<file path="src/rtl/sla_pkg.sv">
// Shared types and constants for the slot lease allocator.
// Depends on nothing; sla_scan, sla_offset and the top level import it.
`timescale 1ns / 1ps
`default_nettype none
package sla_pkg;

	// Default pool size and fixed field widths.
	localparam int SLOTS_DEF = 64;
	localparam int CNT_OUT_W = 7;
	localparam int GSLOT_W   = 6;
	localparam int CMP_W     = 9;
	localparam int GROUP_W   = 8;

	// Configuration port geometry: registers at 8-byte steps.
	localparam int APB_AW = 6;
	localparam int APB_DW = 64;

	// Register indexes.
	localparam logic [2:0] REG_CRIT     = 3'd0;
	localparam logic [2:0] REG_INFLIGHT = 3'd1;
	localparam logic [2:0] REG_LIFETIME = 3'd2;
	localparam logic [2:0] REG_BASE     = 3'd3;
	localparam logic [2:0] REG_BYTES    = 3'd4;

	// Request codes.
	typedef enum logic [2:0] {
		OP_ACQUIRE = 3'd0,
		OP_ATTACH  = 3'd1,
		OP_RELEASE = 3'd2,
		OP_RECLAIM = 3'd3,
		OP_REHEAT  = 3'd4
	} op_t;

	// Result status codes.
	typedef enum logic [2:0] {
		ST_OK     = 3'd0,
		ST_NOFREE = 3'd1,
		ST_BUSY   = 3'd2,
		ST_ERROR  = 3'd3,
		ST_GENMIS = 3'd4,
		ST_STALE  = 3'd5,
		ST_EMPTY  = 3'd6
	} status_t;

	// Slot phases; free-hot is zero so a cleared entry reads as hot.
	typedef enum logic [1:0] {
		PH_HOT      = 2'd0,
		PH_FLIGHT   = 2'd1,
		PH_ATTACHED = 2'd2,
		PH_COOL     = 2'd3
	} phase_t;

	// One metadata word per slot.
	typedef struct packed {
		phase_t      phase;
		logic [15:0] owner;
		logic [31:0] gen;
		logic [31:0] lease;
	} meta_t;

endpackage
`default_nettype wire

</file>
<file path="src/rtl/sla_scan.sv">
// Two-step search for the lowest free slot: a registered group pick, then a bit pick.
// Depends on sla_pkg.
`timescale 1ns / 1ps
`default_nettype none
module sla_scan
	import sla_pkg::*;
#(
	parameter int SLOTS = SLOTS_DEF
) (
	input  wire logic                       clk,
	input  wire logic [SLOTS-1:0]           free_map,
	output logic                            found,
	output logic      [$clog2(SLOTS)-1:0]   pick_idx
);

	localparam int SW = $clog2(SLOTS);
	localparam int NG = (SLOTS + GROUP_W - 1) / GROUP_W;
	localparam int GW = (NG > 1) ? $clog2(NG) : 1;
	localparam int BW = $clog2(GROUP_W);

	logic [NG*GROUP_W-1:0] padded;
	logic [NG-1:0]         grp_any;
	logic [GW-1:0]         grp_sel;
	logic                  grp_hit;
	logic [GW-1:0]         grp_s1;
	logic                  hit_s1;
	logic [GROUP_W-1:0]    bits_s1;
	logic [BW-1:0]         bit_sel;
	logic                  bit_hit;

	// Lowest group holding a free slot.
	always_comb begin
		padded = '0;
		padded[SLOTS-1:0] = free_map;
		grp_sel = '0;
		grp_hit = 1'b0;
		for (int g = NG - 1; g >= 0; g--) begin
			grp_any[g] = |padded[g*GROUP_W +: GROUP_W];
			if (grp_any[g]) begin
				grp_sel = GW'(g);
				grp_hit = 1'b1;
			end
		end
	end

	// First step is registered every cycle.
	always_ff @(posedge clk) begin
		grp_s1  <= grp_sel;
		hit_s1  <= grp_hit;
		bits_s1 <= padded[grp_sel*GROUP_W +: GROUP_W];
	end

	// Lowest free bit inside the chosen group.
	always_comb begin
		bit_sel = '0;
		bit_hit = 1'b0;
		for (int b = GROUP_W - 1; b >= 0; b--) begin
			if (bits_s1[b]) begin
				bit_sel = BW'(b);
				bit_hit = 1'b1;
			end
		end
	end

	assign found    = hit_s1 & bit_hit;
	assign pick_idx = SW'({grp_s1, bit_sel});

endmodule
`default_nettype wire

</file>
<file path="config.mk">
export PLATFORM = sky130hd
export DESIGN_NAME = sla_scan
export DESIGN_NICKNAME = d
export VERILOG_FILES = /design/src/rtl/sla_pkg.sv /design/src/rtl/sla_scan.sv
export SDC_FILE = /design/constraint.sdc
export NUM_CORES = 1
export LEC_CHECK = 0
export BUFFER_PORTS_ARGS = -buffer_cell sky130_fd_sc_hd__buf_2
export CAP_MARGIN = 0
export CORE_MARGIN = 4
export CORE_UTILIZATION = 47
export DETAILED_ROUTE_END_ITERATION = 10
export PLACE_DENSITY = 0.86
export SYNTH_ARGS = -nofsm -noshare
export SYNTH_HDL_FRONTEND = slang
export SYNTH_SLANG_ARGS = --single-unit
export TNS_END_PERCENT = 50
</file>
<file path="constraint.sdc">
create_clock -name clk -period 3.9 [get_ports clk]
set_input_delay 0.78 -clock clk [delete_from_list [all_inputs] [get_ports clk]]
set_output_delay 0.78 -clock clk [all_outputs]
set_load 0.03 [all_outputs]
</file>
==> flow_metrics.tcl <==
set metrics [dict create \
    final_nets 283 \
    synthMuxAreaShare 0 \
    gr-total-overflow 0 \
    grt_pass1_vias 1421 \
    drv_slew 0 \
    start_kind "input pin" \
    die-area_mm2 0.00347 \
    crit_fanout 9 \
    synth_top_cell_by_area "dfxtp_1" \
    cpMaxStageDelayCell "nor4_1" \
    num_rows 18 \
    antenna_left 0 \
    ys_types 41 \
    outcome "complete, no violations" \
    syn_area_mm2 0.00122 \
    max_slew_margin 0.581 \
    ios 72 \
    cpPeakStageDelay_ps 420 \
    pwr-share-seq 0.455 \
    setup-violations-final 0 \
    gp_congestion 1.00 \
    hold_buffers 0 \
    synth_nets 212 \
    clkTransAtPathRegs_ps 60 \
    fin_setup_tns_ps 0 \
    synth_seq_cells 12 \
    synth_area_leaders "dfxtp_1 20%, nor2_1 6.5%, nor4_2 6.2%" \
    top_layer "met4" \
    wl_per_cell_um 16.2 \
    synth_edf_count 0 \
    dpl.hpwl_um 3450 \
    crit_start "free_map[5]" \
    min_period_over_period 0.672 \
    worst_pin_slew_ps 624 \
    p_switching_mw 0.0825 \
    p_sw_frac 0.288 \
    worstHoldStart "free_map[3]" \
    crit_required_ps 4020 \
    synth_fa_ha_area_frac 0 \
    drt-total-wl_um 3990 \
    worstPathCellList "buf_2, nor4_1, and2_1, and3_1, nand2_4, a211oi_1, o32ai_2" \
    fp.dieH_um 58.9 \
    cts_setup_buffers 0 \
    min_path_type "input pin to register" \
    drt-initial-drc-count 94 \
    max_cap_violations 0 \
    route.detailed.drc 0 \
    synth_warnings 0 \
    yosysMostFrequentCell "nor2_1" \
    cts_buffers 3 \
    synth_compound_area_frac 0.376 \
    start_util 0.491 \
    wl_met3_um 396 \
    antenna_found_initial 0 \
    critPathKind "input pin to register" \
    ir_worst_vdd_mv 0.141 \
    wl_met1_um 1590 \
    port_buffers 71 \
    htreeDepth 1 \
    design_area_mm2 0.00160 \
    async_flop_share 0 \
    p_comb_frac 0.309 \
    cp.arrival_ps 2740 \
    vias 1551 \
    viasPerCell 6.30 \
    cts_max_path_buffers 2 \
    period_needed_ps 2620 \
    grt_max_degree 14 \
    p_int_mw 0.204 \
    ys_top_cells_by_count "21 x nor2_1, 16 x inv_1, 12 x dfxtp_1" \
    antenna_cells 0 \
    wl_met2_um 1860 \
    first_pass_iters 5 \
    rsz0062_at_grt "false" \
    coreArea_mm2 0.00248 \
    end_kind "register" \
    synth_cells 147 \
    synth-seq-area-share 0.198 \
    grt_pass1_wl_um 6300 \
    synthSimpleGateAreaFrac 0.351 \
    p_leak_nw 0.720 \
    cts-root-buf "clkbuf_4" \
    max_freq_mhz 382 \
    post_dp_cell_area_mm2 0.00158 \
    cts_resized 0 \
    avgSynthCellArea_um2 8.27 \
    synth_top_area_share 0.198 \
    tritoncts "built" \
    area_growth_pct 31.8 \
    final_hold_viol_count 0 \
    die_w_um 58.9 \
    placed_cells_incl_taps 243 \
    final_cell_count_no_fill 246 \
    power_frac_clock 0.236 \
    synth_top_family_by_area "compound AO/OA/AOI/OAI gates" \
    pwr_density_cell_mw_per_mm2 179 \
    synth_ff_type "dfxtp_1" \
    layout-drive-gt1-share 0.435 \
    synthXorXnorAreaFrac 0 \
    grt_util_all_layers 0.232 \
    cts.sink_count 12 \
]
==> cell families (layout without fill, tap and decap cells) <==
logic type,count (synthesis),after routing
compound gates,49,49
buf+inv,22,91
flops,12,12
simple gates,64,64
==> through the flow <==
step	power (mW)	util	hold WS, ps	setup slack (ps)
final	0.286	0.647	770	1280
after global routing	0.302	0.647	773	1140
after CTS	0.288	0.647	757	1350
after detailed placement	0.220	0.638	1030	1080
after global placement	0.219	0.638	1010	1100
after floorplan	0.165	-	888	1520
==> routing by layer <==
layer	vias to the layer above	track usage
li1	729	-
met5	-	0
met3	16	0.0263
met4	0	0.110
met2	105	0.380
met1	701	0.303
==> power groups by stage <==
stage	sequential [mW]	clock (mW)	combinational, mW
global placement	0.133	0	0.0862
detailed placement	0.133	0	0.0869
floorplan	0.132	0	0.0325
global route	0.131	0.0764	0.0951
finish	0.130	0.0676	0.0886
CTS	0.130	0.0705	0.0872
==> cell type report <==
class,instances,area (µm²)
Multi-Input combinational cell,113,883
Clock buffer,3,22.5
Timing Repair Buffer,71,355
Fill cell,242,875
Inverter,17,63.8
Tap cell,30,37.5
Sequential cell,12,240
==> placed cells by master, fill, tap and decap left out <==
| cell | instances |
|---|---|
| a211o_1 | 6 |
| a211oi_1 | 4 |
| a211oi_4 | 1 |
| a21boi_0 | 3 |
| a21oi_1 | 8 |
| a221oi_1 | 1 |
| a222oi_1 | 6 |
| a31o_1 | 1 |
| a31oi_4 | 1 |
| a41o_1 | 2 |
| a41oi_1 | 1 |
| and2_1 | 2 |
| and3_1 | 3 |
| buf_2 | 71 |
| clkbuf_4 | 3 |
| dfxtp_1 | 12 |
| inv_1 | 16 |
| inv_2 | 1 |
| nand2_1 | 4 |
| nand2_4 | 1 |
| nand2b_1 | 1 |
| nand3_1 | 1 |
| nand4_1 | 3 |
| nand4_2 | 1 |
| nor2_1 | 21 |
| nor2_2 | 1 |
| nor2b_1 | 1 |
| nor3_1 | 4 |
| nor4_1 | 9 |
| nor4_2 | 6 |
| nor4_4 | 2 |
| o211a_1 | 2 |
| o211ai_4 | 2 |
| o21ai_0 | 2 |
| o21bai_1 | 1 |
| o311a_1 | 6 |
| o31ai_1 | 1 |
| o32ai_2 | 1 |
| or4_1 | 1 |
| or4_4 | 3 |
==> sequential cells by signal, summed over array words and instances, names as in the netlist <==
name     cells
hit_s1       1
bits_s1      8
grp_s1       3
==> worst max-delay path: cells and delay by family <==
family                 cells  cell delay, ps
AOI/OAI and AO/OA          2             550
buffers and inverters      1             100
and+or+nand+nor            4            1300
==> path summary, 6_finish.rpt <==
check	end	slack, ps	cells past startpoint
min	bits_s1[3]	770	3
max	bits_s1[0]	1280	7
No activity file was read; power rests on OpenSTA's default activity.
