==> src/rtl/sla_ram.sv <==
// Generic single-write, single-read RAM with a registered read port.
// Depends on nothing.
`timescale 1ns / 1ps
`default_nettype none
module sla_ram #(
	parameter int WIDTH = 8,
	parameter int DEPTH = 64
) (
	input  wire logic                       clk,
	input  wire logic                       we,
	input  wire logic [$clog2(DEPTH)-1:0]   waddr,
	input  wire logic [WIDTH-1:0]           wdata,
	input  wire logic [$clog2(DEPTH)-1:0]   raddr,
	output logic      [WIDTH-1:0]           rdata
);

	logic [WIDTH-1:0] mem_q [DEPTH];

	// Write port and registered read port.
	always_ff @(posedge clk) begin
		if (we) begin
			mem_q[waddr] <= wdata;
		end
		rdata <= mem_q[raddr];
	end

endmodule
`default_nettype wire

==> config.mk <==
export PLATFORM = sky130hd
export DESIGN_NAME = sla_ram
export DESIGN_NICKNAME = d
export VERILOG_FILES = /design/src/rtl/sla_ram.sv
export SDC_FILE = /design/constraint.sdc
export NUM_CORES = 1
export LEC_CHECK = 0
export ABC_CLOCK_PERIOD_IN_PS = 2300
export BUFFER_PORTS_ARGS = -buffer_cell sky130_fd_sc_hd__clkbuf_2
export CAP_MARGIN = 0
export CORE_ASPECT_RATIO = 0.75
export CORE_UTILIZATION = 47
export DETAILED_ROUTE_END_ITERATION = 8
export GPL_ROUTABILITY_DRIVEN = 0
export PLACE_DENSITY = 0.73
export SYNTH_ARGS = -nofsm -noshare
export SYNTH_HDL_FRONTEND = slang
export SYNTH_SLANG_ARGS = --single-unit
==> constraint.sdc <==
create_clock -name clk -period 2.3 [get_ports clk]
set_input_delay 0.345 -clock clk [delete_from_list [all_inputs] [get_ports clk]]
set_output_delay 0.345 -clock clk [all_outputs]
set_load 0.01 [all_outputs]
==> flow_metrics.tcl, run 1 <==
set metrics [dict create \
    synthFlopType "edfxtp_1" \
    reg2reg_from "mem_q[47][2]" \
    synthToLayoutAreaGrowth_pct 16.93 \
    drt_wl_total_um 45240 \
    yosys_warnings 0 \
    clock_latency_ns 0.56 \
    synth.distinct_cells 40 \
    end_kind "flip-flop" \
    die_h_um 181.4 \
    seq_area_frac_synth_pct 77.03 \
    tightest_slew_ns 0.9610 \
    initial_core_util_pct 47.78 \
    slew_violations 0 \
    post-route-period-util_pct 91.29 \
    grt_usage_pct 21.52 \
    internal-power_mw 15.60 \
    dr_wl_met2_um 20570 \
    grt_max_degree 65 \
    dp_hpwl_um 29090 \
    synth_mux_area_share_pct 15.94 \
    worstPathArrival_ns 2.52 \
    cpLargestDelayFamily "compound AO/OA/AOI/OAI gates" \
    fin_crit_ns 2.100 \
    final-instance-count-excl-fill 1723 \
    post-cts-setup-buffers 0 \
    io_pins 30 \
    ys_ff_latch 520 \
    rsz0062_at_grt "false" \
    leakagePower_nw 7.650 \
    cts.clk_slew.worst_paths_ns 0.07 \
    antenna_found_initial 2 \
    synth-simple-area-share_pct 3.388 \
    hp-start "wdata[6]" \
    min_path_cells 2 \
    wl_met3_um 4677 \
    hp-class "in -> reg" \
    synth_top_family_by_area "multiplexers" \
    max_stage_delay_ns 0.69 \
    cts-root-buf "clkbuf_16" \
    hold_end "mem_q[41][6]" \
    synthTopCellsByCount "edfxtp_1, mux4_2, nor2_1" \
    crit_buf_inv 0 \
    criticalPathCategory "reg -> reg" \
    rows 65 \
    dr.pass1.iters 5 \
    drt_iter0_drc 1210 \
    htreeDepth 2 \
    yosys.area.top_type "edfxtp_1" \
    grt_first_pass_wirelength_um 67700 \
    overflow 0 \
    post_cts_resized 0 \
    detail-route-antenna-nets 0 \
    worstPathCellList "mux4_2 > mux2_2 > a221oi_1 > o2bb2ai_1" \
    yosys.area_share.adder_pct 0 \
    synth_nets 962 \
    yosysTopAreaCellShare_pct 76.24 \
    async_flop_share_pct 0 \
    route.vias.total 10160 \
    max_freq_mhz 476.3 \
    post_drt_wl_per_cell_um 26.26 \
    p_sw_mw 4.002 \
    ir_drop_mv 0.5888 \
    grt_pass1_vias 10340 \
    pwr-share-seq_pct 53.7 \
    cts_hold_buf 0 \
    avgSynthCellArea_um2 21.45 \
    drc 0 \
    nets 1138 \
    share_comb_of_total_power_pct 5.5 \
    die_area_um2 43750 \
    power_frac_clock_pct 40.8 \
    synth_edf_count 512 \
    fp.dieW_um 241.2 \
    cts_tree "built" \
    setup_tns_ns 0 \
    dp.cells 1635 \
    synth_xor_area_share_pct 0 \
    fin_skew_ns 0.009269 \
    regToRegSetupSlack_ns 0.20 \
    slew_headroom_pct 35.94 \
    detail_route.wirelength.met1_um 18830 \
    critPathRequiredTime_ns 2.72 \
    startpoint_type "flip-flop" \
    synth_area_um2 20170 \
    outcome "finished clean" \
    clockBufferDepth 3 \
    switching_share_pct 20.42 \
    top_layer_used "met5" \
    avgViaCountPerCell 5.894 \
    synthTopCellsByArea "edfxtp_1, mux4_2, nor2_1, mux2i_1, dfxtp_1" \
    cp_slowest_cell "a221oi_1" \
    r2r_end "rdata[2]" \
    setup_viol 0 \
    maxCapViolations 0 \
    synth_compound_gate_area_share_pct 2.072 \
    rr_worst_depth 4 \
    netlist_instances 940 \
    numPortBuffers 29 \
    cts_buffers 48 \
    cts_sinks 520 \
    yosysMostFrequentCell "edfxtp_1" \
    p_per_area_nw_per_um2 831.3 \
    hold_violations 0 \
    core-area_um2 42210 \
    drive_gt1_share_pct 33.65 \
    critPathMaxFanout 1 \
]
-- cells by family after synthesis --
group,count (synthesis)
AOI/OAI and AO/OA,54
buffers and inverters,51
DFF,520
muxes,162
and+or+nand+nor,153
-- worst register-to-register path, stage by stage (launching register included) --
cell and delay, ns:
edfxtp_1 0.36, mux4_2 0.48, mux2_2 0.29, a221oi_1 0.69, o2bb2ai_1 0.15
-- power by group through the flow --
stage / logic, mW / registers, mW / clock network, mW
floorplan: 0.559 / 10.7 / 0
CTS: 1.08 / 10.5 / 8.13
detailed placement: 1.08 / 10.7 / 0
global placement: 1.05 / 10.7 / 0
finish: 1.08 / 10.5 / 8.00
global route: 1.14 / 10.5 / 8.46
-- how the worst max path moves through the flow --
stage	start	to	slack, ns	depth (start not counted)
after floorplan	raddr[1]	rdata[3]	0.29	7
after global placement	raddr[1]	rdata[2]	-0.20	6
after detailed placement	raddr[1]	rdata[2]	-0.21	6
after CTS	mem_q[21][6]	rdata[6]	0.27	5
after global routing	mem_q[47][2]	rdata[2]	0.18	4
final	mem_q[47][2]	rdata[2]	0.20	4
-- layout make-up --
type	instances	area [µm²]
diodes	1	2.502
well taps	569	711.9
clock buffers	63	1299
clock inverters	24	284.0
repair buffers	177	1433
multi-input cells	369	4315
flip-flops and latches	520	15530
fillers	3081	18630
-- routing by layer --
layer	GRT usage, %	vias up
met2	31.17	513
met1	32.26	5280
met3	5.686	77
met4	6.228	2
li1	-	4284
met5	0	-
-- per-stage QoR --
step / util [%] / hold slack (ns) / cell area (µm²) / setup slack (ns) / total power [mW]
after global placement: 52.11 / 0.7764 / 21990 / -0.2019 / 11.77
after CTS: 55.86 / 0.2737 / 23580 / 0.2681 / 19.73
after global routing: 55.86 / 0.2920 / 23580 / 0.1841 / 20.13
after floorplan: - / 0.4439 / 20170 / 0.2873 / 11.27
final: 55.86 / 0.2864 / 23580 / 0.2004 / 19.60
after detailed placement: 52.11 / 0.7755 / 21990 / -0.2083 / 11.80
-- registers in the layout, indices dropped and copies added, names as in the netlist --
register / flops
mem_q: 512
rdata: 8
-- placed cells by master, fill, tap and decap left out, types with 3 or more instances in the layout --
cell type and count:
a221oi_1 6, nand2b_1 7, o22ai_1 8, a211oi_1 4
nand3_1 13, a21oi_1 3, buf_4 137, clkbuf_1 12
mux2i_1 23, clkbuf_8 3, mux4_2 126, clkbuf_16 49
a22oi_1 3, bufinv_16 6, nor3_1 7, clkbuf_2 26
clkinvlp_4 5, buf_12 13, nor2_1 83, o2bb2ai_1 3
nand2_1 19, clkinv_2 6, edfxtp_1 512, nand3b_1 3
clkinv_1 5, o221ai_1 8, o2111ai_1 3, dfxtp_1 8
mux2_2 13, nor2b_1 14
(Power assumes the default switching activity.)
==> run 2: changes to the inputs <==
--- a/config.mk
+++ b/config.mk
@@ -8,11 +8,13 @@
 export ABC_CLOCK_PERIOD_IN_PS = 2300
 export BUFFER_PORTS_ARGS = -buffer_cell sky130_fd_sc_hd__clkbuf_2
 export CAP_MARGIN = 0
+export CELL_PAD_IN_SITES_DETAIL_PLACEMENT = 1
+export CELL_PAD_IN_SITES_GLOBAL_PLACEMENT = 1
 export CORE_ASPECT_RATIO = 0.75
 export CORE_UTILIZATION = 47
 export DETAILED_ROUTE_END_ITERATION = 8
 export GPL_ROUTABILITY_DRIVEN = 0
-export PLACE_DENSITY = 0.73
+export PLACE_DENSITY = 0.8
 export SYNTH_ARGS = -nofsm -noshare
 export SYNTH_HDL_FRONTEND = slang
 export SYNTH_SLANG_ARGS = --single-unit
==> flow_metrics.tcl, run 2 (synthesis results as in run 1) <==
set metrics [dict create \
    outcome "finished clean" \
    fin_skew_ns 0.01700 \
    r2r_end "rdata[1]" \
    tightest_slew_ns 0.7901 \
    slew_violations 0 \
    max_freq_mhz 493.4 \
    detail-route-antenna-nets 0 \
    rr_worst_depth 5 \
    grt_use_met1_pct 34.32 \
    slew_headroom_pct 47.33 \
    place_area_um2 21930 \
    pwr-share-seq_pct 53.5 \
    cts_hold_buf 0 \
    post_drt_wl_per_cell_um 29.57 \
    hp-start "waddr[1]" \
    use_met2_pct 37.21 \
    share_comb_of_total_power_pct 5.6 \
    drt_iter0_drc 1103 \
    cpLargestDelayFamily "multiplexers" \
    cts_buffers 49 \
    cp_slowest_cell "mux4_2" \
    min_path_cells 2 \
    drc 0 \
    antenna_cells 0 \
    critPathRequiredTime_ns 2.76 \
    dpl_worst_slack_ns -0.1311 \
    setup_tns_ns 0 \
    p_sw_mw 4.115 \
    rsz0062_at_grt "false" \
    cpMostUsedCell "mux4_2" \
    grt_usage_pct 23.80 \
    layout_common_cells "edfxtp_1, mux4_2, buf_4, nor2_1, clkbuf_16" \
    avgViaCountPerCell 6.006 \
    io_pins 30 \
    critPathMaxFanout 1 \
    crit_buf_inv 0 \
    post-route-period-util_pct 88.12 \
    dr.pass1.iters 5 \
    worstPathArrival_ns 2.49 \
    largest_register_ffs 512 \
    numPortBuffers 29 \
    cts.clk_slew.worst_paths_ns 0.06 \
    initial_core_util_pct 47.78 \
    cts_sinks 520 \
    fin_crit_ns 2.027 \
    core-area_um2 42210 \
    clockBufferDepth 3 \
    p_per_area_nw_per_um2 836.2 \
    top_usage_layer "met2" \
    hold_end "mem_q[48][7]" \
    post-cts-setup-buffers 0 \
    post_cts_resized 0 \
    nets 1129 \
    dp_hpwl_um 33400 \
    route.vias.total 10300 \
    antenna_found_initial 0 \
    startpoint_type "flip-flop" \
    cts-root-buf "clkbuf_16" \
    ir_drop_mv 0.7253 \
    grt_first_pass_wirelength_um 73950 \
    max_stage_delay_ns 0.53 \
    synthToLayoutAreaGrowth_pct 16.70 \
    end_kind "flip-flop" \
    power.total_mw 19.68 \
    reg2reg_from "mem_q[3][1]" \
    clock_latency_ns 0.57 \
    switching_share_pct 20.91 \
    fin_area_um2 23530 \
    power_frac_clock_pct 40.9 \
    maxCapViolations 0 \
    die_area_um2 43750 \
    overflow 0 \
    htreeDepth 2 \
    setup_viol 0 \
    drive_gt1_share_pct 33.51 \
    grt_max_degree 65 \
    top_register "mem_q" \
    die_h_um 181.4 \
    final_common_cell "edfxtp_1" \
    regToRegSetupSlack_ns 0.27 \
    biggestRegsByFlops "mem_q: 512 flops, rdata: 8 flops" \
    rows 65 \
    fin_ws_ns 0.2733 \
    cts_tree "built" \
    leakagePower_nw 7.639 \
    use_met3_pct 4.302 \
    grt_pass1_vias 10850 \
    hold_violations 0 \
    worstPathCellList "mux4_2 > mux4_2 > nor2_1 > nor3_1 > o2bb2ai_1" \
    drt_wl_total_um 50720 \
    fp.dieW_um 241.2 \
    criticalPathCategory "reg -> reg" \
    hp-class "in -> reg" \
    internal-power_mw 15.56 \
    fill_cells 3659 \
]
-- run 2: power groups by stage --
stage | clock (mW) | combinational (mW) | sequential [mW]
after floorplan | 0 | 0.559 | 10.7
after detailed placement | 0 | 1.10 | 10.7
after CTS | 8.18 | 1.10 | 10.5
after global routing | 8.47 | 1.16 | 10.5
after global placement | 0 | 1.05 | 10.7
final | 8.05 | 1.10 | 10.5
-- run 2: worst max path at each step --
stage	startpoint	slack, ns	end	cells after the start
final	mem_q[3][1]	0.27	rdata[1]	5
after global routing	mem_q[2][1]	0.24	rdata[1]	5
after CTS	mem_q[3][1]	0.29	rdata[1]	5
after detailed placement	raddr[0]	-0.13	rdata[1]	7
after global placement	raddr[0]	-0.10	rdata[1]	7
after floorplan	raddr[1]	0.29	rdata[3]	7
-- run 2: through the flow --
stage	hold slack, ns	cells	util [%]
after floorplan	0.4439	940	-
after global placement	0.7927	1625	51.96
after detailed placement	0.7952	1625	51.96
after CTS	0.2428	1715	55.76
after global routing	0.2688	1715	55.76
final	0.2556	1715	55.76
-- run 2: final cells by class --
class                      instances  area [µm²]  share of cell area, %
sequential                       520       15530                  66.01
tap                              569       711.9                  3.025
clock buffer                      64        1365                  5.800
clock inverter                    26       236.5                  1.005
timing repair buffer             167        1370                  5.822
multi-input combinational        369        4315                  18.34
-- run 2: routing by layer --
layer  routed length, µm  vias up
met5                   0        -
met4                1462        0
met3                3607       98
met2               24230      429
met1               21420     5514
li1                    -     4259
