--- src/rtl/sla_pkg.sv ---
// Shared types and constants for the slot lease allocator.
// Depends on nothing; sla_scan, sla_offset and the top level import it.
`timescale 1ns / 1ps
`default_nettype none
package sla_pkg;

	// Default pool size and fixed field widths.
	localparam int SLOTS_DEF = 64;
	localparam int CNT_OUT_W = 7;
	localparam int GSLOT_W   = 6;
	localparam int CMP_W     = 9;
	localparam int GROUP_W   = 8;

	// Configuration port geometry: registers at 8-byte steps.
	localparam int APB_AW = 6;
	localparam int APB_DW = 64;

	// Register indexes.
	localparam logic [2:0] REG_CRIT     = 3'd0;
	localparam logic [2:0] REG_INFLIGHT = 3'd1;
	localparam logic [2:0] REG_LIFETIME = 3'd2;
	localparam logic [2:0] REG_BASE     = 3'd3;
	localparam logic [2:0] REG_BYTES    = 3'd4;

	// Request codes.
	typedef enum logic [2:0] {
		OP_ACQUIRE = 3'd0,
		OP_ATTACH  = 3'd1,
		OP_RELEASE = 3'd2,
		OP_RECLAIM = 3'd3,
		OP_REHEAT  = 3'd4
	} op_t;

	// Result status codes.
	typedef enum logic [2:0] {
		ST_OK     = 3'd0,
		ST_NOFREE = 3'd1,
		ST_BUSY   = 3'd2,
		ST_ERROR  = 3'd3,
		ST_GENMIS = 3'd4,
		ST_STALE  = 3'd5,
		ST_EMPTY  = 3'd6
	} status_t;

	// Slot phases; free-hot is zero so a cleared entry reads as hot.
	typedef enum logic [1:0] {
		PH_HOT      = 2'd0,
		PH_FLIGHT   = 2'd1,
		PH_ATTACHED = 2'd2,
		PH_COOL     = 2'd3
	} phase_t;

	// One metadata word per slot.
	typedef struct packed {
		phase_t      phase;
		logic [15:0] owner;
		logic [31:0] gen;
		logic [31:0] lease;
	} meta_t;

endpackage
`default_nettype wire

--- src/rtl/sla_offset.sv ---
// Offset unit: slot index times slot size, then plus the region base.
// Depends on sla_pkg for the default pool size.
`timescale 1ns / 1ps
`default_nettype none
module sla_offset
	import sla_pkg::*;
#(
	parameter int SLOTS = SLOTS_DEF
) (
	input  wire logic                       clk,
	input  wire logic [$clog2(SLOTS)-1:0]   idx,
	input  wire logic [31:0]                slot_bytes,
	input  wire logic [31:0]                region_base,
	output logic      [63:0]                offset
);

	localparam int SW = $clog2(SLOTS);

	logic [SW+31:0] prod_s1;
	logic [63:0]    sum_s2;

	// Multiply, register, add, register.
	always_ff @(posedge clk) begin
		prod_s1 <= idx * slot_bytes;
		sum_s2  <= 64'(region_base) + 64'(prod_s1);
	end

	assign offset = sum_s2;

endmodule
`default_nettype wire

--- config.mk ---
export PLATFORM = sky130hd
export DESIGN_NAME = sla_offset
export DESIGN_NICKNAME = d
export VERILOG_FILES = /design/src/rtl/sla_pkg.sv /design/src/rtl/sla_offset.sv
export SDC_FILE = /design/constraint.sdc
export NUM_CORES = 1
export LEC_CHECK = 0
export CAP_MARGIN = 20
export CORE_UTILIZATION = 30
export CTS_BUF_LIST = sky130_fd_sc_hd__clkbuf_16
export CTS_CLUSTER_DIAMETER = 30
export DETAILED_ROUTE_END_ITERATION = 6
export DONT_BUFFER_PORTS = 1
export MAX_ROUTING_LAYER = met4
export SLEW_MARGIN = 40
export SYNTH_ARGS = -nofsm -noshare
export SYNTH_HDL_FRONTEND = slang
export SYNTH_SLANG_ARGS = --single-unit
--- constraint.sdc ---
create_clock -name clk -period 5.1 [get_ports clk]
set_input_delay 0.51 -clock clk [delete_from_list [all_inputs] [get_ports clk]]
set_output_delay 0.51 -clock clk [all_outputs]
set_load 0.01 [all_outputs]
==> flow_summary.yaml, run 1 <==
power:
  leakage_uw: 0.00503
  worst_ir_drop_vdd_mv: 0.170
  power_per_cell_area_mw_per_mm2: 486
outcome:
  run_status: "complete, no violations"
global_routing:
  pin_count_of_the_biggest_net_entering_global_routing: 33
  grt_first_pass_wirelength_um: 37400
  grt_remaining_overflow: 0
  total_routing_resource_utilization_after_global_routing: 0.143
  antenna_found_initial: 0
  first_global_vias: 7196
floorplanning:
  die_w_um: 183
  chipHeight_um: 183
  dieArea_mm2: 0.0335
  floorplan.io_pins: 135
  effective_utilization_at_floorplan: 0.308
  num_rows: 65
  core_mm2: 0.0319
placement:
  place.port_buffers: 0
  place.detailed.instances: 1527
  place.detailed.hpwl_um: 19000
  routabilityCongestion: 0.872
run:
  cap_viol_max_count: 0
routing:
  detail_route.drc_violations: 0
  route.antenna.remaining_nets: 0
  detail_route.iter0.violations: 317
  via_per_inst: 4.53
  via_count: 6991
  post_drt_wl_per_cell_um: 14.7
  detail_route.first_pass.iterations: 4
  drt-total-wl_um: 22600
synth:
  xor_and_xnor_area_share_after_synthesis: 0.0552
  yosys_warnings: 0
  post-synth-top-area-cell: "fa_1"
  yosys.area_share.adder: 0.348
  synth_edf_count: 0
  synth_sequential_area_ratio: 0.157
  synth_cell_types: 57
  synth_top_family_by_area: "adder cells"
  synth-compound-area-share: 0.133
  ys.flop_type: "dfxtp_1"
  synthDominantCellAreaShare: 0.248
  yosys_register_bits: 77
  post_synth_instance_area_mm2: 0.00983
  syn_area_cell_um2: 8.74
  yosys.area_share.simple: 0.204
  synthCells: 1125
  asyncSetResetFlopFracSynth: 0
  muxShareOfSynthArea: 0.00407
  synth.area.top_cells: "fa_1 (25%), dfxtp_1 (16%), and2_1 (12%)"
clock_network:
  cts-root-to-sink-buffers: 2
  cts_tree: "built"
  clock_latency_ns: 0.34
  numCtsBuffers: 9
  clock_sink_count: 77
  cts_resized: 0
  clk_root_buffer_cell: "clkbuf_16"
  ctsHtreeMaxLevel: 3
  postCtsSetupRepairBufs: 0
  post_cts_clock_slew_at_the_launch_and_capture_registers_of_the_worst_setup_and_hold_paths_ns: 0.06
  cts.hold.buffers_added: 0
worst_hold_path:
  hold_class: "in -> reg"
final_layout:
  finish.cell_count_without_fillers: 1543
  synthToLayoutAreaGrowth_pct: 5.95
  multi_input_area_mm2: 0.00740
  drive_gt1_frac: 0.0298
  num-fill-cells: 3359
  layout.area.seq_mm2: 0.00154
  fin_util: 0.327
  nNetsFinal: 1374
  antennaDiodeCount: 0
sta:
  report.final.hold_viol_count: 0
  max-slew-margin-rel: 0.606
  rsz0062_at_grt: "false"
  finalCriticalPeriod_ns: 4.29
  fin_setup_tns_ns: 0
  worst_clock_skew_ns: 0.00917
  tcrit_tclk_final: 0.840
  maxClockFrequency_mhz: 233
  timing_max_transition_violations_final: 0
  timing_worst_slew_pin_value_ns: 0.577
  finalSetupViolations: 0
worst_setup_path:
  critical_path_class: "in -> reg"
  crit_path_end_kind: "register"
  critical_path_arrival_ns: 4.49
  cp-start-kind: "input port"
  path_max_fanout: 32
  required_time_reported_for_the_critical_path_endpoint_ns: 5.30
cell families (layout without fill, tap and decap cells):
logic type	count (synthesis)	in the layout
muxes	4	4
DFF	77	77
buffers and inverters	232	191
AOI/OAI and AO/OA	194	194
and+or+nand+nor	355	355
adders and majority gates	200	200
xor gates and xnor gates	62	62
other	1	25
cell usage after synthesis (4+ instances only):
cell type  number
mux2i_1         4
and3_1          8
nand4_1        13
nand2b_1       11
a21oi_1        55
nand2_1        50
a21oi_2         5
nor2b_1         8
xnor2_1        43
o21ai_0        22
nand3_1        12
dfxtp_1        77
o21ai_1         7
nor3_1          7
fa_1          122
a211oi_1        7
clkbuf_1       28
buf_4          26
ha_1           78
o21bai_1       12
nor2_1         38
a31oi_1         6
and2_1        188
xor2_1         19
o21a_1          9
a21o_1         47
inv_1         175
critical path: stages:
cell and delay [ns]:
and2_1 0.15, fa_1 0.52, fa_1 0.55, inv_1 0.05, fa_1 0.52, inv_1 0.04, ha_1 0.34, a21oi_1 0.25
a21oi_1 0.11, a21o_1 0.17, a211oi_2 0.31, a211oi_1 0.16, o21ai_0 0.34, o21ai_1 0.14, mux2i_1 0.17, o311ai_1 0.13
power breakdown:
part / leakage (uW) / internal (uW) / switching, uW
sequential: 0.000649 / 945 / 233
clock: 0.000129 / 330 / 255
combinational: 0.00425 / 1420 / 1880
cells in the final DEF (no fill, tap or decap), drive strengths merged, types with 4 or more instances in the layout:
master,synthesis,layout
a211oi,9,9
a21o,48,48
a21oi,60,60
a31oi,6,6
and2,188,188
and3,8,8
clkbuf,29,9
clkinv,0,4
conb,1,25
dfxtp,77,77
fa,122,122
ha,78,78
inv,175,176
mux2i,4,4
nand2,50,50
nand2b,11,11
nand3,12,12
nand4,13,13
nor2,38,38
nor2b,8,8
nor3,7,7
nor3b,4,4
o21a,9,9
o21ai,29,29
o21bai,12,12
xnor2,43,43
xor2,19,19
per-layer routing:
metal / GRT usage / up-vias / share of wire
met2: 0.220 / 138 / 0.44
met1: 0.201 / 3333 / 0.52
met3: 0.0175 / 14 / 0.034
met5: - / - / 0
li1: - / 3506 / -
met4: 0.0327 / 0 / 0.011
sequential cells by signal, summed over array words and instances, names as in the netlist:
name and count:
prod_s1 38, offset 39
through the flow:
step / power, uW / worst slack, ns / hold slack [ns] / instance area (um2)
floorplan: 3800 / 0.687 / 0.420 / 9920
global placement: 4450 / 0.494 / 0.425 / 10100
detailed placement: 4490 / 0.473 / 0.434 / 10100
CTS: 5100 / 0.823 / 0.277 / 10400
global route: 5590 / 0.588 / 0.277 / 10400
finish: 5060 / 0.814 / 0.291 / 10400
final cells by class:
class | instances | area share
Inverter | 175 | 0.0630
Sequential cell | 77 | 0.148
Clock buffer | 9 | 0.0216
Tap cell | 435 | 0.0522
Multi-Input combinational cell | 840 | 0.710
Clock inverter | 7 | 0.00480
final timing paths:
path	startpoint	end	slack (ns)	cells after the start
max	idx[5]	prod_s1[34]	0.81	16
min	slot_bytes[0]	prod_s1[0]	0.29	1
max reg2reg	prod_s1[0]	offset[30]	2.25	12
min reg2reg	prod_s1[0]	offset[0]	0.44	1
No activity file was read; power rests on OpenSTA's default activity.
==> run 2, diff against run 1 <==
- clock period: 5.1 -> 3.5 ns (I/O delays scaled with it)
==> run 2 against run 1 <==
Against the previous run: the run now ends with setup timing left; design area grew 13%; critical path depth is the same; register-to-register slack lost 1.6 ns; worst hold slack lost 0.16 ns; critical path type unchanged; critical endpoint is now prod_s1[36]; highest routed layer unchanged.
==> flow_summary.yaml, run 2 (same netlist as run 1, synthesis figures left out) <==
placement:
  routabilityCongestion: 0.876
  place.detailed.hpwl_um: 19800
  place.port_buffers: 0
routing:
  via_per_inst: 4.46
  post_drt_wl_per_cell_um: 14.5
  route.antenna.remaining_nets: 0
  detail_route.first_pass.iterations: 4
  via_count: 7349
  detail_route.iter0.violations: 349
  drt-total-wl_um: 23800
  detail_route.drc_violations: 0
sta:
  finalCriticalPeriod_ns: 3.69
  rsz0062_at_grt: "true"
  timing_max_transition_violations_final: 0
  finalSetupViolations: 15
  report.final.hold_viol_count: 0
  maxClockFrequency_mhz: 271
  tcrit_tclk_final: 1.05
  whs_ns: 0.134
  final_critical_path_setup_slack_ns: -0.189
  worst_clock_skew_ns: 0.00655
clock_network:
  clock_sink_count: 77
  numCtsBuffers: 9
  post_cts_clock_slew_at_the_launch_and_capture_registers_of_the_worst_setup_and_hold_paths_ns: 0.06
  clk_root_buffer_cell: "clkbuf_16"
  clock_latency_ns: 0.34
  ctsHtreeMaxLevel: 3
  cts-root-to-sink-buffers: 2
  cts_tree: "built"
worst_setup_path:
  critical_path_class: "in -> reg"
  crit_path_end_kind: "register"
  setup.reg_to_reg.worst_slack_ns: 0.62
  r2r-end: "offset[30]"
  r2r_cells: 12
  critical_path_arrival_ns: 3.92
  path_max_fanout: 6
  r2r_start: "prod_s1[0]"
  cp-start-kind: "input port"
  required_time_reported_for_the_critical_path_endpoint_ns: 3.73
worst_hold_path:
  timing.hold.worst.start: "region_base[0]"
  hold_class: "in -> reg"
  worstHoldEndpoint: "offset[0]"
  timing.hold.worst_path_depth: 1
global_routing:
  grt_remaining_overflow: 0
  first_global_vias: 7569
  pin_count_of_the_biggest_net_entering_global_routing: 33
  grt_first_pass_wirelength_um: 39200
  antenna_found_initial: 0
  total_routing_resource_utilization_after_global_routing: 0.151
outcome:
  failed_checks: "setup timing"
  run_status: "complete, but fails checks"
power:
  power_per_cell_area_mw_per_mm2: 770
  leakage_uw: 0.00565
  worst_ir_drop_vdd_mv: 0.293
final_layout:
  num-fill-cells: 3313
  final_cell_mix: "inv_1 (164), and2_1 (159), fa_1 (121)"
  largest_reg_flops: 39
  synthToLayoutAreaGrowth_pct: 19.4
  antennaDiodeCount: 0
  fin_util: 0.368
  layout.cells.most_common: "inv_1"
  nNetsFinal: 1477
  drive_gt1_frac: 0.189
floorplanning:
  dieArea_mm2: 0.0335
  floorplan.io_pins: 135
  num_rows: 65
  core_mm2: 0.0319
  die_w_um: 183
  chipHeight_um: 183
  effective_utilization_at_floorplan: 0.308
run:
  cap_viol_max_count: 0
==> run 2: changes by cell type in the layout (fill, tap and decap cells not counted), moves of 11 or more <==
cell and delta:
buf_4 +98, and2_1 -29, and2_4 +29, ha_1 -16
ha_4 +16, a21oi_1 -11, inv_1 -11, inv_2 +11
==> run 2: where the power goes <==
part	total [uW]	internal [uW]	switching (uW)
Combinational	6400	3170	3230
Clock	957	561	396
Sequential	1680	1380	309
Total	9040	5100	3940
==> run 2: timing repair <==
item,CTS,global route
gates resized for setup,13,25
hold buffers,0,0
buffers inserted,3,8
hold endpoints to repair,0,0
endpoints found under the setup margin,15,21
pin swaps,17,35
==> run 2: worst max path at each step <==
stage / from / to / slack, ns / depth (start not counted)
floorplan: idx[0] / prod_s1[33] / -0.43 / 16
global placement: slot_bytes[2] / prod_s1[34] / -0.58 / 16
detailed placement: slot_bytes[5] / prod_s1[34] / -0.62 / 15
CTS: slot_bytes[3] / prod_s1[36] / -0.16 / 16
global route: slot_bytes[3] / prod_s1[33] / -0.34 / 16
finish: slot_bytes[15] / prod_s1[36] / -0.19 / 16
==> run 2: layer usage <==
metal  wire length, um  global-route usage  vias to the layer above
li1                  -                   -                     3710
met1             12200               0.212                     3499
met2             10400               0.223                      116
met3               756              0.0220                       24
met4               439              0.0437                        0
met5                 0                   -                        -
==> run 2: critical path, cell delays in order <==
cell and delay (ns):
and2_4 0.14, fa_1 0.50, fa_1 0.54, inv_1 0.05
fa_1 0.53, inv_1 0.07, ha_4 0.28, nand2_1 0.09
nor2_4 0.13, a21o_1 0.16, a211oi_4 0.06, a21oi_2 0.19
nand3_2 0.09, a21o_1 0.22, a21o_1 0.18, a311o_1 0.32
==> run 2: cell type report <==
type,count,area [um2],area share
clock inverters,7,81.3,0.00693
clock buffers,9,225,0.0192
repair buffers,103,792,0.0675
well taps,435,544,0.0464
inverters,175,657,0.0560
flip-flops and latches,77,1540,0.131
multi-input cells,840,7900,0.673
==> run 2: through the flow <==
stage	instances	worst slack, ns	area (um2)	total power (uW)	setup TNS (ns)
2_1_floorplan	1149	-0.433	10400	5940	-5.27
3_3_place_gp	1620	-0.581	11200	7680	-8.47
3_5_place_dp	1620	-0.619	11200	7740	-9.27
4_1_cts	1639	-0.163	11500	8830	-1.48
5_1_grt	1646	-0.335	11700	9930	-4.09
6_report	1646	-0.189	11700	9040	-1.25
==> run 3, diff against run 2 <==
- CORE_MARGIN: default -> 2
==> run 3 against run 2 <==
Against the previous run: worst setup slack better by 0.0025 ns; critical path type unchanged; sequential cell count stayed put; wire length is 0.81% lower; combinational power is 1% higher; the run still ends with setup timing left; die area is 2.2% higher; first-iteration DRC count is 13% lower; worst hold slack worse by 0.0025 ns; total power is 1.3% higher; critical endpoint is now prod_s1[35].
==> flow_summary.yaml, run 3 (same netlist as run 1, synthesis figures left out) <==
sta:
  report.final.hold_viol_count: 0
  whs_ns: 0.132
  fin_setup_tns_ns: -1.21
  final_critical_path_setup_slack_ns: -0.187
  tcrit_tclk_final: 1.05
  finalSetupViolations: 13
  worst_clock_skew_ns: 0.00829
  timing_max_transition_violations_final: 0
  maxClockFrequency_mhz: 271
  finalCriticalPeriod_ns: 3.69
  rsz0062_at_grt: "true"
clock_network:
  clk_root_buffer_cell: "clkbuf_16"
  numCtsBuffers: 9
  cts_tree: "built"
  cts-root-to-sink-buffers: 2
  clock_sink_count: 77
  post_cts_clock_slew_at_the_launch_and_capture_registers_of_the_worst_setup_and_hold_paths_ns: 0.07
  ctsHtreeMaxLevel: 3
  clock_latency_ns: 0.35
worst_setup_path:
  critPathLaunch: "slot_bytes[4]"
  r2r-end: "offset[30]"
  cp-start-kind: "input port"
  r2r_start: "prod_s1[0]"
  timing.critical_path.slowest_stage_cell: "fa_1"
  required_time_reported_for_the_critical_path_endpoint_ns: 3.74
  r2r_cells: 12
  crit_top_cell: "fa_1"
  setup.reg_to_reg.worst_slack_ns: 0.56
  critical_path_class: "in -> reg"
  worst_path_largest_cell_delay_ns: 0.53
  cp_num_cells: 17
  crit_chain: "and2_4 -> fa_1 -> inv_1 -> fa_1 -> fa_1 -> inv_2 -> ha_4 -> nor2b_4 -> o21a_1 -> o21ai_2 -> a21oi_2 -> buf_4 -> o21ai_4 -> o31ai_4 -> a31o_4 -> a31oi_4 -> xnor2_2"
  worst-path-buf-inv: 3
  largest_delay_share_family_worst_path: "adder cells"
  path_max_fanout: 6
  endpoint_of_the_worst_setup_timing_path: "prod_s1[35]"
  crit_path_end_kind: "register"
  critical_path_arrival_ns: 3.93
routing:
  via_per_inst: 4.42
  detail_route.iter0.violations: 302
  detail_route.first_pass.iterations: 5
  post_drt_wl_per_cell_um: 14.3
  via_count: 7295
  drt-total-wl_um: 23600
  route.antenna.remaining_nets: 0
  detail_route.drc_violations: 0
global_routing:
  total_routing_resource_utilization_after_global_routing: 0.149
  antenna_found_initial: 0
  first_global_vias: 7693
  grt_remaining_overflow: 0
  grt_first_pass_wirelength_um: 39400
  pin_count_of_the_biggest_net_entering_global_routing: 33
power:
  design_power_total_uw: 9160
  share_comb_of_total_power: 0.708
  p_sw_frac: 0.437
  worst_ir_drop_vdd_mv: 0.313
  leakage_uw: 0.00565
  cell_internal_pwr_uw: 5160
  power_per_cell_area_mw_per_mm2: 776
  clockPowerShare: 0.108
  power.sequential.fraction: 0.185
  p_sw_uw: 4010
final_layout:
  nNetsFinal: 1474
  largest_reg_flops: 39
  drive_gt1_frac: 0.197
  layout.cells.most_common: "inv_1"
  synthToLayoutAreaGrowth_pct: 20.1
  antennaDiodeCount: 0
  final_cell_mix: "inv_1 (163), and2_1 (158), fa_1 (121)"
placement:
  routabilityCongestion: 0.845
  pre_cts_ws_ns: -0.619
  place.detailed.hpwl_um: 19800
  place.port_buffers: 0
floorplanning:
  dieArea_mm2: 0.0342
  core_mm2: 0.0324
  effective_utilization_at_floorplan: 0.304
  chipHeight_um: 185
  num_rows: 66
  die_w_um: 185
  floorplan.io_pins: 135
outcome:
  run_status: "complete, but fails checks"
  failed_checks: "setup timing"
worst_hold_path:
  hold_class: "in -> reg"
run:
  cap_viol_max_count: 0
[run 3: per-layer routing]
metal	vias up	wire, um	GRT usage
met5	-	0	-
met2	131	10500	0.229
li1	3703	-	-
met4	0	507	0.0438
met1	3433	11800	0.204
met3	28	812	0.0224
[run 3: cell type report]
cell class	instances	area, um2
Multi-Input combinational cell	840	7990
Timing Repair Buffer	100	762
Tap cell	442	553
Sequential cell	77	1540
Fill cell	3338	20600
Clock buffer	9	225
Inverter	175	657
Clock inverter	7	85.1
[run 3: through the flow]
stage               cell area (um2)  instances  utilization
detailed placement            11200       1626        0.345
CTS                           11600       1645        0.357
global route                  11800       1650        0.365
global placement              11200       1626        0.345
floorplan                     10400       1149            -
finish                        11800       1650        0.365
[run 3: worst reg2reg max path, stage by stage (launching register included)]
cell and delay, ns:
dfxtp_1 0.31, ha_1 0.15, inv_1 0.06, fa_1 0.41
nor2b_1 0.16, o31a_1 0.21, o2111a_1 0.23, o21ai_1 0.09
a21oi_1 0.25, a31oi_1 0.19, o21a_1 0.25, o31ai_1 0.39
xnor2_1 0.17
[run 3: power by group through the flow]
stage / sequential (uW) / combinational [uW] / clock [uW]
floorplan: 1610 / 4320 / 0
global placement: 1730 / 5930 / 0
detailed placement: 1730 / 5990 / 0
CTS: 1710 / 6160 / 1030
global route: 1730 / 7270 / 1060
finish: 1690 / 6490 / 987
[run 3: worst min path at each step]
stage              startpoint         to  cells past startpoint
2_1_floorplan      prod_s1[0]  offset[0]                      1
6_report       region_base[0]  offset[0]                      1
5_1_grt        region_base[0]  offset[0]                      1
3_5_place_dp       prod_s1[0]  offset[0]                      1
3_3_place_gp       prod_s1[0]  offset[0]                      1
4_1_cts        region_base[0]  offset[0]                      1
[run 3: timing repair]
action | CTS | global route
setup buffers | 3 | 6
cloned | 0 | 0
resized for setup | 16 | 38
hold buffers | 0 | 0
pin swaps | 23 | 49
endpoints found under the setup margin | 14 | 17
